## config.mk

```make
export PLATFORM = sky130hd
export DESIGN_NAME = outlier_gated_position_average_unit
export DESIGN_NICKNAME = d
export VERILOG_FILES = /design/src/hw/rtl/ogpa_pkg.sv /design/src/hw/rtl/ogpa_cell.sv /design/src/hw/rtl/ogpa_div.sv /design/src/hw/rtl/outlier_gated_position_average_unit.sv
export SDC_FILE = /design/constraint.sdc
export NUM_CORES = 2
export LEC_CHECK = 0
export BUFFER_PORTS_ARGS = -buffer_cell sky130_fd_sc_hd__buf_2
export CAP_MARGIN = 20
export CELL_PAD_IN_SITES_DETAIL_PLACEMENT = 2
export CELL_PAD_IN_SITES_GLOBAL_PLACEMENT = 2
export CORE_MARGIN = 2
export CORE_UTILIZATION = 45
export DETAILED_ROUTE_END_ITERATION = 8
export PLACE_DENSITY = 0.91
export SLEW_MARGIN = 20
export SYNTH_ARGS = -nofsm -noshare
export SYNTH_HDL_FRONTEND = slang
export SYNTH_SLANG_ARGS = --single-unit
```

## constraint.sdc

```tcl
create_clock -name clk -period 90.9 [get_ports clk]
set_input_delay 18.18 -clock clk [delete_from_list [all_inputs] [get_ports clk]]
set_output_delay 18.18 -clock clk [all_outputs]
set_load 0.02 [all_outputs]
```

## src/hw/rtl/ogpa_pkg.sv

```systemverilog
// shared constants and types for the outlier gated position average
`timescale 1ns / 1ps
`default_nettype none

package ogpa_pkg;

	// window depth and coordinate width
	localparam int MAX_WINDOW = 16;
	localparam int COORD_BITS = 24;
	localparam int NUM_AXES   = 3;

	// derived widths
	localparam int CNT_W     = $clog2(MAX_WINDOW + 1);
	localparam int SUM_W     = COORD_BITS + $clog2(MAX_WINDOW);
	localparam int DIFF_W    = COORD_BITS + 1;
	localparam int REJ_W     = 23;
	localparam int LEN_W     = 5;
	localparam int CFG_W     = (REJ_W > LEN_W) ? REJ_W : LEN_W;
	localparam int GATE_W    = (DIFF_W > REJ_W) ? DIFF_W : REJ_W;
	localparam int LCMP_W    = (LEN_W > CNT_W) ? LEN_W : CNT_W;
	localparam int PROD_W    = 2 * REJ_W;
	localparam int ACC_W     = PROD_W + 2;
	localparam int DIV_CNT_W = $clog2(SUM_W);
	localparam int REM_W     = CNT_W + 1;

	// stream widths, data padded to whole bytes
	localparam int IN_DATA_W  = ((NUM_AXES * COORD_BITS + 7) / 8) * 8;
	localparam int OUT_DATA_W = ((NUM_AXES * COORD_BITS + CNT_W + 7) / 8) * 8;
	localparam int FLAG_W     = 2;

	// configuration register indexes
	localparam int CFG_IDX_W = 1;
	localparam logic [CFG_IDX_W-1:0] CFG_REJECT = 1'b0;
	localparam logic [CFG_IDX_W-1:0] CFG_LENGTH = 1'b1;

	// register reset values
	localparam logic [REJ_W-1:0] REJECT_RESET = 23'd2048;
	localparam logic [LEN_W-1:0] LENGTH_RESET = 5'd10;

	typedef logic signed [COORD_BITS-1:0] coord_t;
	typedef coord_t [NUM_AXES-1:0] sample_t;

	// per cell control from the sequencer
	typedef struct packed {
		logic shift;
		logic tap;
	} cell_ctl_t;

endpackage

`default_nettype wire

```

## src/hw/rtl/ogpa_cell.sv

```systemverilog
// one window cell: holds a sample, hands it on along the chain, offers it as the oldest
`timescale 1ns / 1ps
`default_nettype none

module ogpa_cell import ogpa_pkg::*; (
	input  logic      clk,
	input  cell_ctl_t ctl,
	input  sample_t   sample_in,
	output sample_t   sample_out,
	output sample_t   tap
);

	sample_t sample_q;

	always_ff @(posedge clk) begin
		if (ctl.shift) begin
			sample_q <= sample_in;
		end
	end

	assign sample_out = sample_q;
	// one-hot tap, or-ed with the other cells
	assign tap = ctl.tap ? sample_q : '0;

endmodule

`default_nettype wire

```

## src/hw/rtl/ogpa_div.sv

```systemverilog
// bit-serial signed divider of a window sum by the fill count, truncating toward zero
`timescale 1ns / 1ps
`default_nettype none

module ogpa_div import ogpa_pkg::*; (
	input  logic                    clk,
	input  logic                    arst_n,
	input  logic                    start,
	input  logic signed [SUM_W-1:0] dividend,
	input  logic [CNT_W-1:0]        divisor,
	output logic                    done,
	output coord_t                  quotient
);

	logic                 busy_q;
	logic                 done_q;
	logic                 neg_q;
	logic [DIV_CNT_W-1:0] cnt_q;
	logic [SUM_W-1:0]     mag_q;
	logic [REM_W-1:0]     rem_q;
	logic [CNT_W-1:0]     div_q;
	coord_t               res_q;

	logic [REM_W-1:0] trial;
	logic [REM_W-1:0] rem_d;
	logic             quo_bit;
	logic [SUM_W-1:0] quo_mag;
	logic [SUM_W-1:0] quo_signed;

	// restoring step, one quotient bit per cycle
	always_comb begin
		trial      = {rem_q[REM_W-2:0], mag_q[SUM_W-1]};
		quo_bit    = trial >= {1'b0, div_q};
		rem_d      = quo_bit ? trial - {1'b0, div_q} : trial;
		quo_mag    = {mag_q[SUM_W-2:0], quo_bit};
		quo_signed = neg_q ? -quo_mag : quo_mag;
	end

	always_ff @(posedge clk or negedge arst_n) begin
		if (!arst_n) begin
			busy_q <= 1'b0;
			done_q <= 1'b0;
			cnt_q  <= '0;
		end else begin
			done_q <= 1'b0;
			if (start) begin
				busy_q <= 1'b1;
				cnt_q  <= DIV_CNT_W'(SUM_W - 1);
			end else if (busy_q) begin
				if (cnt_q == '0) begin
					busy_q <= 1'b0;
					done_q <= 1'b1;
				end else begin
					cnt_q <= cnt_q - DIV_CNT_W'(1);
				end
			end
		end
	end

	always_ff @(posedge clk) begin
		if (start) begin
			mag_q <= dividend[SUM_W-1] ? $unsigned(-dividend) : $unsigned(dividend);
			rem_q <= '0;
			div_q <= divisor;
			neg_q <= dividend[SUM_W-1];
		end else if (busy_q) begin
			mag_q <= quo_mag;
			rem_q <= rem_d;
			if (cnt_q == '0) begin
				res_q <= quo_signed[COORD_BITS-1:0];
			end
		end
	end

	assign done     = done_q;
	assign quotient = res_q;

endmodule

`default_nettype wire

```

## src/hw/rtl/outlier_gated_position_average_unit.sv

```systemverilog
// top level of the outlier gated sliding window position average
`timescale 1ns / 1ps
`default_nettype none

// Sliding-window average of 3D positions (signed Q11.12 metres) with an outlier gate.
// A request with tuser low is a sample: while the window holds anything it is compared
// with the current mean and dropped when its distance exceeds reject_distance (squared
// test, no root); otherwise it is shifted into a chain of MAX_WINDOW cells, the oldest
// one falls out of the running sums once window_length is reached, and three bit-serial
// dividers form the new mean. A request with tuser high only stores a fallback position,
// which is what the block returns while the window is empty. Every request gives one
// result: the mean, accepted/rejected flags and the fill count. One request is worked at
// a time. An accepted sample goes through the gate (skipped for an empty window) and
// then the SUM_W-step (28) bit-serial dividers; a rejected one goes through the gate
// and a shared squarer, or the gate alone when one axis alone is beyond the radius; a
// fallback goes straight to the result. A result that finds the output register still
// full waits until it is taken.
// The next request is taken while a finished result waits in the output register.
// Configuration writes (index 0 reject_distance, 1 window_length) are always ready and
// are meant for times when no request is in flight.

module outlier_gated_position_average_unit import ogpa_pkg::*; (
	input  logic                  clk,
	input  logic                  arst_n,
	// sample requests
	input  logic                  s_axis_tvalid,
	output logic                  s_axis_tready,
	input  logic [IN_DATA_W-1:0]  s_axis_tdata,   // sample_x, sample_y, sample_z
	input  logic                  s_axis_tuser,   // mode
	// results
	output logic                  m_axis_tvalid,
	input  logic                  m_axis_tready,
	output logic [OUT_DATA_W-1:0] m_axis_tdata,   // mean_x, mean_y, mean_z, fill_count
	output logic [FLAG_W-1:0]     m_axis_tuser,   // accepted, rejected
	// configuration writes
	input  logic                  cfg_valid,
	output logic                  cfg_ready,
	input  logic [CFG_IDX_W-1:0]  cfg_index,
	input  logic [CFG_W-1:0]      cfg_data
);

	typedef enum logic [5:0] {
		S_IDLE   = 6'b000001,
		S_DIFF   = 6'b000010,
		S_SQ     = 6'b000100,
		S_DECIDE = 6'b001000,
		S_DIV    = 6'b010000,
		S_DONE   = 6'b100000
	} state_t;

	// squarer schedule: three distances, then the radius
	localparam logic [2:0] SQ_X    = 3'd0;
	localparam logic [2:0] SQ_Y    = 3'd1;
	localparam logic [2:0] SQ_Z    = 3'd2;
	localparam logic [2:0] SQ_RR   = 3'd3;
	localparam logic [2:0] SQ_LAST = 3'd4;

	state_t state_q;
	state_t state_d;

	// block state
	sample_t                 fallback_q;
	logic [CNT_W-1:0]        occ_q;
	logic signed [SUM_W-1:0] sum_q [NUM_AXES];
	logic [REJ_W-1:0]        rej_dist_q;
	logic [LEN_W-1:0]        len_q;

	// working registers of the current request
	sample_t             p_q;
	logic [GATE_W-1:0]   abs_q [NUM_AXES];
	logic                far_q;
	logic [2:0]          sq_cnt_q;
	logic [PROD_W-1:0]   prod_s1;
	logic [ACC_W-1:0]    acc_q;
	logic                acc_flag_q;
	logic                rej_flag_q;

	// output register
	logic                  m_valid_q;
	logic [OUT_DATA_W-1:0] m_data_q;
	logic [FLAG_W-1:0]     m_user_q;

	// combinational
	sample_t                 mean;
	sample_t                 mean_out;
	sample_t                 oldest;
	logic signed [DIFF_W-1:0] diff [NUM_AXES];
	logic [GATE_W-1:0]       abs_d [NUM_AXES];
	logic                    far_d;
	logic [LCMP_W-1:0]       len_ext;
	logic [LCMP_W-1:0]       len_eff;
	logic                    evict;
	logic [CNT_W-1:0]        occ_next;
	logic signed [SUM_W-1:0] sum_next [NUM_AXES];
	logic                    reject;
	logic                    commit;
	logic [REJ_W-1:0]        sq_op;
	logic                    out_free;
	logic                    in_req;
	logic [NUM_AXES-1:0]     div_done;
	coord_t                  div_res [NUM_AXES];

	// cell chain
	sample_t   chain [MAX_WINDOW];
	sample_t   taps  [MAX_WINDOW];
	cell_ctl_t cell_ctl [MAX_WINDOW];

	assign s_axis_tready = (state_q == S_IDLE);
	assign cfg_ready     = 1'b1;
	assign in_req        = s_axis_tvalid && s_axis_tready;
	assign out_free      = !m_valid_q || m_axis_tready;

	// ---------------------------------------------------------------- window chain
	// newest sample enters cell 0, cell k holds the (k+1)-th newest
	for (genvar w = 0; w < MAX_WINDOW; w++) begin : g_cell
		assign cell_ctl[w] = '{shift: commit, tap: (occ_q == CNT_W'(w + 1))};
		if (w == 0) begin : g_head
			ogpa_cell u_cell (
				.clk        (clk),
				.ctl        (cell_ctl[w]),
				.sample_in  (p_q),
				.sample_out (chain[w]),
				.tap        (taps[w])
			);
		end else begin : g_body
			ogpa_cell u_cell (
				.clk        (clk),
				.ctl        (cell_ctl[w]),
				.sample_in  (chain[w-1]),
				.sample_out (chain[w]),
				.tap        (taps[w])
			);
		end
	end

	// oldest held sample, picked by the fill count
	always_comb begin
		oldest = '0;
		for (int w = 0; w < MAX_WINDOW; w++) begin
			oldest = oldest | taps[w];
		end
	end

	// ---------------------------------------------------------------- mean dividers
	for (genvar a = 0; a < NUM_AXES; a++) begin : g_div
		ogpa_div u_div (
			.clk      (clk),
			.arst_n   (arst_n),
			.start    (commit),
			.dividend (sum_next[a]),
			.divisor  (occ_next),
			.done     (div_done[a]),
			.quotient (div_res[a])
		);
		assign mean[a] = div_res[a];
	end

	// window empty means the fallback stands in for the mean
	assign mean_out = (occ_q == '0) ? fallback_q : mean;

	// ---------------------------------------------------------------- gate
	always_comb begin
		far_d = 1'b0;
		for (int a = 0; a < NUM_AXES; a++) begin
			diff[a]  = DIFF_W'($signed(p_q[a])) - DIFF_W'($signed(mean[a]));
			abs_d[a] = GATE_W'($unsigned(diff[a][DIFF_W-1] ? -diff[a] : diff[a]));
			far_d    = far_d | (abs_d[a] > GATE_W'(rej_dist_q));
		end
	end

	// one shared squarer; every operand fits the radius width once no axis is too far
	always_comb begin
		unique case (sq_cnt_q)
			SQ_X:    sq_op = abs_q[0][REJ_W-1:0];
			SQ_Y:    sq_op = abs_q[1][REJ_W-1:0];
			SQ_Z:    sq_op = abs_q[2][REJ_W-1:0];
			default: sq_op = rej_dist_q;
		endcase
	end

	// distance equal to the radius still passes
	assign reject = (occ_q != '0) && (far_q || (acc_q > ACC_W'(prod_s1)));
	assign commit = (state_q == S_DECIDE) && !reject;

	// ---------------------------------------------------------------- window update
	always_comb begin
		len_ext = LCMP_W'(len_q);
		priority if (len_ext == '0) begin
			len_eff = LCMP_W'(1);
		end else if (len_ext > LCMP_W'(MAX_WINDOW)) begin
			len_eff = LCMP_W'(MAX_WINDOW);
		end else begin
			len_eff = len_ext;
		end
		// at or above the length, drop the oldest and keep the count
		evict    = LCMP_W'(occ_q) >= len_eff;
		occ_next = evict ? occ_q : occ_q + CNT_W'(1);
		for (int a = 0; a < NUM_AXES; a++) begin
			sum_next[a] = sum_q[a] + SUM_W'($signed(p_q[a]))
				- (evict ? SUM_W'($signed(oldest[a])) : SUM_W'(0));
		end
	end

	// ---------------------------------------------------------------- sequencer
	always_comb begin
		state_d = state_q;
		unique case (state_q)
			S_IDLE: begin
				if (s_axis_tvalid) begin
					state_d = s_axis_tuser ? S_DONE : S_DIFF;
				end
			end
			S_DIFF: begin
				state_d = ((occ_q == '0) || far_d) ? S_DECIDE : S_SQ;
			end
			S_SQ: begin
				if (sq_cnt_q == SQ_LAST) begin
					state_d = S_DECIDE;
				end
			end
			S_DECIDE: begin
				state_d = reject ? S_DONE : S_DIV;
			end
			S_DIV: begin
				if (&div_done) begin
					state_d = S_DONE;
				end
			end
			S_DONE: begin
				if (out_free) begin
					state_d = S_IDLE;
				end
			end
			default: state_d = S_IDLE;
		endcase
	end

	always_ff @(posedge clk or negedge arst_n) begin
		if (!arst_n) begin
			state_q    <= S_IDLE;
			occ_q      <= '0;
			for (int a = 0; a < NUM_AXES; a++) begin
				sum_q[a] <= '0;
			end
			fallback_q <= '0;
			rej_dist_q <= REJECT_RESET;
			len_q      <= LENGTH_RESET;
			sq_cnt_q   <= '0;
			m_valid_q  <= 1'b0;
		end else begin
			state_q <= state_d;
			if (cfg_valid && cfg_ready) begin
				unique case (cfg_index)
					CFG_REJECT: rej_dist_q <= cfg_data[REJ_W-1:0];
					CFG_LENGTH: len_q      <= cfg_data[LEN_W-1:0];
					default:    ;
				endcase
			end
			if (in_req && s_axis_tuser) begin
				fallback_q <= s_axis_tdata[NUM_AXES*COORD_BITS-1:0];
			end
			if (state_q == S_DIFF) begin
				sq_cnt_q <= '0;
			end else if (state_q == S_SQ) begin
				sq_cnt_q <= sq_cnt_q + 3'd1;
			end
			if (commit) begin
				occ_q <= occ_next;
				for (int a = 0; a < NUM_AXES; a++) begin
					sum_q[a] <= sum_next[a];
				end
			end
			if ((state_q == S_DONE) && out_free) begin
				m_valid_q <= 1'b1;
			end else if (m_axis_tready) begin
				m_valid_q <= 1'b0;
			end
		end
	end

	// request payload, gate pipeline and output payload
	always_ff @(posedge clk) begin
		if (in_req) begin
			p_q        <= s_axis_tdata[NUM_AXES*COORD_BITS-1:0];
			acc_flag_q <= 1'b0;
			rej_flag_q <= 1'b0;
		end
		if (state_q == S_DIFF) begin
			abs_q <= abs_d;
			far_q <= far_d;
		end
		if (state_q == S_SQ) begin
			prod_s1 <= sq_op * sq_op;
			if (sq_cnt_q == SQ_X) begin
				acc_q <= '0;
			end else if (sq_cnt_q <= SQ_RR) begin
				acc_q <= acc_q + ACC_W'(prod_s1);
			end
		end
		if (state_q == S_DECIDE) begin
			acc_flag_q <= !reject;
			rej_flag_q <= reject;
		end
		if ((state_q == S_DONE) && out_free) begin
			m_data_q <= OUT_DATA_W'({occ_q, mean_out});
			m_user_q <= {rej_flag_q, acc_flag_q};
		end
	end

	assign m_axis_tvalid = m_valid_q;
	assign m_axis_tdata  = m_data_q;
	assign m_axis_tuser  = m_user_q;

`ifndef SYNTHESIS
	a_occ_bound: assert property (@(posedge clk) disable iff (!arst_n)
		occ_q <= CNT_W'(MAX_WINDOW))
		else $error("fill count above window depth");

	a_occ_only_on_decide: assert property (@(posedge clk) disable iff (!arst_n)
		state_q != S_DECIDE |=> $stable(occ_q))
		else $error("fill count moved outside the decide step");

	a_req_starts_work: assert property (@(posedge clk) disable iff (!arst_n)
		in_req |=> (state_q == S_DIFF) || (state_q == S_DONE))
		else $error("request taken but no work started");

	a_accept_has_fill: assert property (@(posedge clk) disable iff (!arst_n)
		m_valid_q && m_user_q[0] |-> m_data_q[NUM_AXES*COORD_BITS +: CNT_W] != '0)
		else $error("accepted sample reported with an empty window");

	a_div_done_waited: assert property (@(posedge clk) disable iff (!arst_n)
		(|div_done) |-> (state_q == S_DIV) && (&div_done))
		else $error("divider lanes out of step with the sequencer");
`endif

endmodule

`default_nettype wire
```

==> impl_metrics.yaml, run 1 <==
run_status:
  status: "stopped before the end"
  failing_step: "5_1_grt"
  error: "[ERROR GRT-0232] Routing congestion too high. Check the congestion heatmap in the GUI."
die:
  start_util: 0.454
  die_w_um: 483
  rows: 175
  die_y_um: 483
  num_io_pins: 187
clocking:
  ctsLongestPathBuffers: 3
  clk_root_buffer_cell: "clkbuf_16"
  clock_sinks: 1867
  cts_htree_levels: 4
  cts_buffers: 201
  cts_setup_buffers: 0
  post_cts_resize_count: 0
  holdBufCountCts: 0
yosys:
  post_synth_instance_area_um2: 103000
  yosysWarnings: 0
  async_flop_share: 0.118
  muxShareOfSynthArea: 0.0112
  yosysSeqAreaShare: 0.530
  synth_flop_cell: "edfxtp_1"
  syn_area_per_cell_um2: 12.1
  ys_types: 105
  synth-compound-area-share: 0.134
  synth_top_family_by_area: "adder cells"
  ys_seq_elements: 1867
  synth_edf_count: 1632
  synth_fa_ha_area_frac: 0.156
  synthXorXnorAreaFrac: 0.0343
  synthSimpleGateAreaFrac: 0.0817
  synthCells: 8538
global_route:
  grt_max_degree: 204
  antenna_found_initial: 130
  grt_usage: 0.652
  grt-ovfl-total: 119
place:
  dpl.hpwl_mm: 327
  gp_congestion: 0.922
  port_buffers: 182
cells in the mapped netlist (90+ instances only):
cell type	count	area, um2
nand3_1	90	450
a222oi_1	144	1440
a21oi_1	286	1430
ha_1	529	6620
xnor2_1	273	2390
clkbuf_1	296	1110
o21ai_0	448	2240
a22o_1	93	815
a31oi_1	99	619
fa_1	476	9530
a21o_1	124	931
inv_1	1082	4060
xor2_1	132	1160
nand2_1	623	2340
nor2_1	410	1540
dfrtp_1	216	5410
edfxtp_1	1632	49000
a22oi_1	220	1650
kinds of logic after synthesis:
| family | after synthesis |
|---|---|
| adder cells (fa/ha/maj) | 1005 |
| multiplexers | 105 |
| AND/OR/NAND/NOR | 1735 |
| flip-flops | 1867 |
| XOR/XNOR | 405 |
| other | 2 |
| buffers and inverters | 1427 |
| AO/OA/AOI/OAI | 1992 |
layer usage:
| metal | track usage | GRT overflow |
|---|---|---|
| met2 | 0.783 | 57 |
| met5 | 0.398 | 1 |
| met4 | 0.656 | 59 |
| met1 | 0.633 | 1 |
| met3 | 0.539 | 1 |
metrics by stage:
step | cell area, um2 | hold WS [ns] | instances | setup slack [ns]
floorplan | 103000 | 0.400 | 8540 | 54.28
global placement | 108000 | 0.428 | 11500 | 70.41
detailed placement | 108000 | 0.435 | 11500 | 70.29
CTS | 114000 | 0.435 | 11900 | 70.06
==> run 2: changes to the inputs <==
--- a/config.mk
+++ b/config.mk
@@ -7,12 +7,10 @@
 export LEC_CHECK = 0
 export BUFFER_PORTS_ARGS = -buffer_cell sky130_fd_sc_hd__buf_2
 export CAP_MARGIN = 20
-export CELL_PAD_IN_SITES_DETAIL_PLACEMENT = 2
-export CELL_PAD_IN_SITES_GLOBAL_PLACEMENT = 2
 export CORE_MARGIN = 2
-export CORE_UTILIZATION = 45
+export CORE_UTILIZATION = 30
 export DETAILED_ROUTE_END_ITERATION = 8
-export PLACE_DENSITY = 0.91
+export PLACE_DENSITY_LB_ADDON = 0.15
 export SLEW_MARGIN = 20
 export SYNTH_ARGS = -nofsm -noshare
 export SYNTH_HDL_FRONTEND = slang
==> impl_metrics.yaml, run 2 <==
global_route:
  grt_pass1_vias: 70500
  grt_pass1_wl_mm: 483
  antenna_found_initial: 41
  grt-ovfl-total: 0
  grt_max_degree: 158
  grt_usage: 0.185
die:
  die_y_um: 591
  num_io_pins: 187
  rows: 215
  die_area_um2: 349000
  start_util: 0.301
  die_w_um: 591
  design.core.area_um2: 343000
yosys:
  synthTopCellsByCount: "1632 x edfxtp_1, 1082 x inv_1, 623 x nand2_1, 529 x ha_1, 476 x fa_1"
  ys_seq_elements: 1867
  ys_types: 105
  yosysSeqAreaShare: 0.530
  async_flop_share: 0.118
  yosysMostFrequentCell: "edfxtp_1"
  synth_top_cells_by_area: "edfxtp_1 47%, fa_1 9.2%, ha_1 6.4%, dfrtp_1 5.2%, inv_1 3.9%"
  yosysWarnings: 0
  yosysTopAreaCell: "edfxtp_1"
  synth_edf_count: 1632
  synth_top_cell_area_share: 0.474
  post_synth_instance_area_um2: 103000
  syn_area_per_cell_um2: 12.1
  synth_flop_cell: "edfxtp_1"
  synthCells: 8538
sta:
  fin_crit_ns: 20.71
  max_clock_freq_mhz: 48.3
  worstMarginPinSlew_ns: 1.23
  rsz0062_at_grt: "no"
  skew_ns: 0.0745
  final_max_slew_viol_count: 0
  setup_ws_ns: 70.19
  finalHoldViolCount: 0
  setup_tns_ns: 0
  setup_violations: 0
  min_period_over_period: 0.228
  worst_slew_margin_rel: 0.170
  hold_slack_ns: 0.417
place:
  dpl.hpwl_mm: 231
  gp_congestion: 0.876
  port_buffers: 182
  dp_slack_ns: 69.66
worst_setup_path:
  regToRegSetupSlack_ns: 79.76
  critPathRequiredTime_ns: 72.72
  r2r-start: "sq_cnt_q[0]$_DFFE_PN0P_"
  arrival_ns: 2.53
  reg2reg_to: "prod_s1[45]$_DFFE_PN_"
  path_cells: "or4_1, nor3b_1, buf_2"
  cp_max_fo: 4
  critical_path_class: "flip-flop to output pin"
  critPathSlowestCell: "or4_1"
  worst_setup_path_end_kind: "output pin"
  slowest_delay_ns: 0.59
  worstSetupStartpointType: "flip-flop"
  worstRegToRegCells: 34
clocking:
  cts_setup_buffers: 0
  cts_buffers: 219
  holdBufCountCts: 0
  clk_root_buffer_cell: "clkbuf_16"
  cts_htree_levels: 4
  clock_sinks: 1867
  clkTransAtPathRegs_ns: 0.06
  ctsLongestPathBuffers: 4
  post_cts_resize_count: 0
  cts_tree: "done"
  clock_latency_ns: 0.91
hold_path:
  hold_depth: 0
  worstHoldStart: "rej_flag_q$_SDFFCE_PP0P_"
  worstHoldEndpoint: "m_axis_tuser[1]$_DFFE_PP_"
  min_path_type: "flip-flop to flip-flop"
route:
  drt_pre_antenna_iters: 8
  totalWireLength_mm: 329
  vias_per_cell: 5.18
  remaining_drc_errors: 0
  wl_per_cell_um: 24.4
  drtIter0Drc: 7047
  drtAntennaViolNets: 0
  vias: 69900
final_layout:
  layout_commonest_cell: "edfxtp_1"
  nets: 9846
  area_growth_pct: 13.5
  final_cell_mix: "1632 x edfxtp_1, 1080 x inv_1, 622 x nand2_1, 528 x ha_1, 476 x fa_1"
  largest_register_ffs: 1080
  drive_gt1_frac: 0.0956
run_status:
  status: "finished clean"
run:
  cap_violations: 0
run 2: cell counts after synthesis:
No cell type changed its count.
run 2: cell type report:
class	count	area (um2)
fill	34000	226000
clock inverter	131	1360
sequential	1867	54800
antenna	17	42.5
clock buffer	274	5850
timing repair buffer	319	2040
inverter	1086	4090
tap	4557	5700
multi-input combinational	5246	43400
run 2: how the worst max path moves through the flow:
stage | start | to | slack (ns) | depth (start not counted)
after floorplan | acc_q[39]$_SDFFCE_PN0P_ | g_div[0].u_div.mag_q[0]$_DFFE_PP_ | 54.28 | 15
after global placement | arst_n | m_axis_tvalid$_DFFE_PN0P_ | 69.71 | 4
after detailed placement | arst_n | fallback_q[10]$_DFFE_PN0P_ | 69.66 | 4
after CTS | state_q[5]$_DFFE_PN0P_ | s_axis_tready | 70.10 | 3
after global routing | state_q[5]$_DFFE_PN0P_ | s_axis_tready | 70.04 | 3
final | state_q[5]$_DFFE_PN0P_ | s_axis_tready | 70.19 | 3
run 2: worst max-delay path: cells and delay by family, from the launching register on:
kind,cells,cell delay (ns)
buffers and inverters,1,0.24
DFF,1,0.40
and+or+nand+nor,2,0.97
run 2: stage by stage:
step                cells  instance area (um2)   util
CTS                 13500               117000  0.342
finish              13500               117000  0.342
floorplan            8540               103000      -
global placement    13100               110000  0.321
global route        13500               117000  0.342
detailed placement  13100               110000  0.321
run 2: cell families (layout without fill, tap and decap cells):
family	Yosys count	after routing	synth area share
and+or+nand+nor	1735	1735	0.0817
adders and majority gates	1005	1005	0.156
muxes	105	105	0.0112
xor gates and xnor gates	405	405	0.0343
AOI/OAI and AO/OA	1992	1992	0.134
buffers and inverters	1427	1810	0.0520
other	2	21	0.0000726
DFF	1867	1867	0.530
run 2: layer usage:
metal  routed length (um)  track usage  vias up
met2               148000        0.290     2180
met1               154000        0.272    35800
li1                     -            -    31500
met5                   59            0        -
met4                 6500       0.0390       10
met3                20200       0.0252      354
Power of run 2 is not shown: default switching activity piles up to over one toggle a cycle in this logic, so the estimate is an artifact.
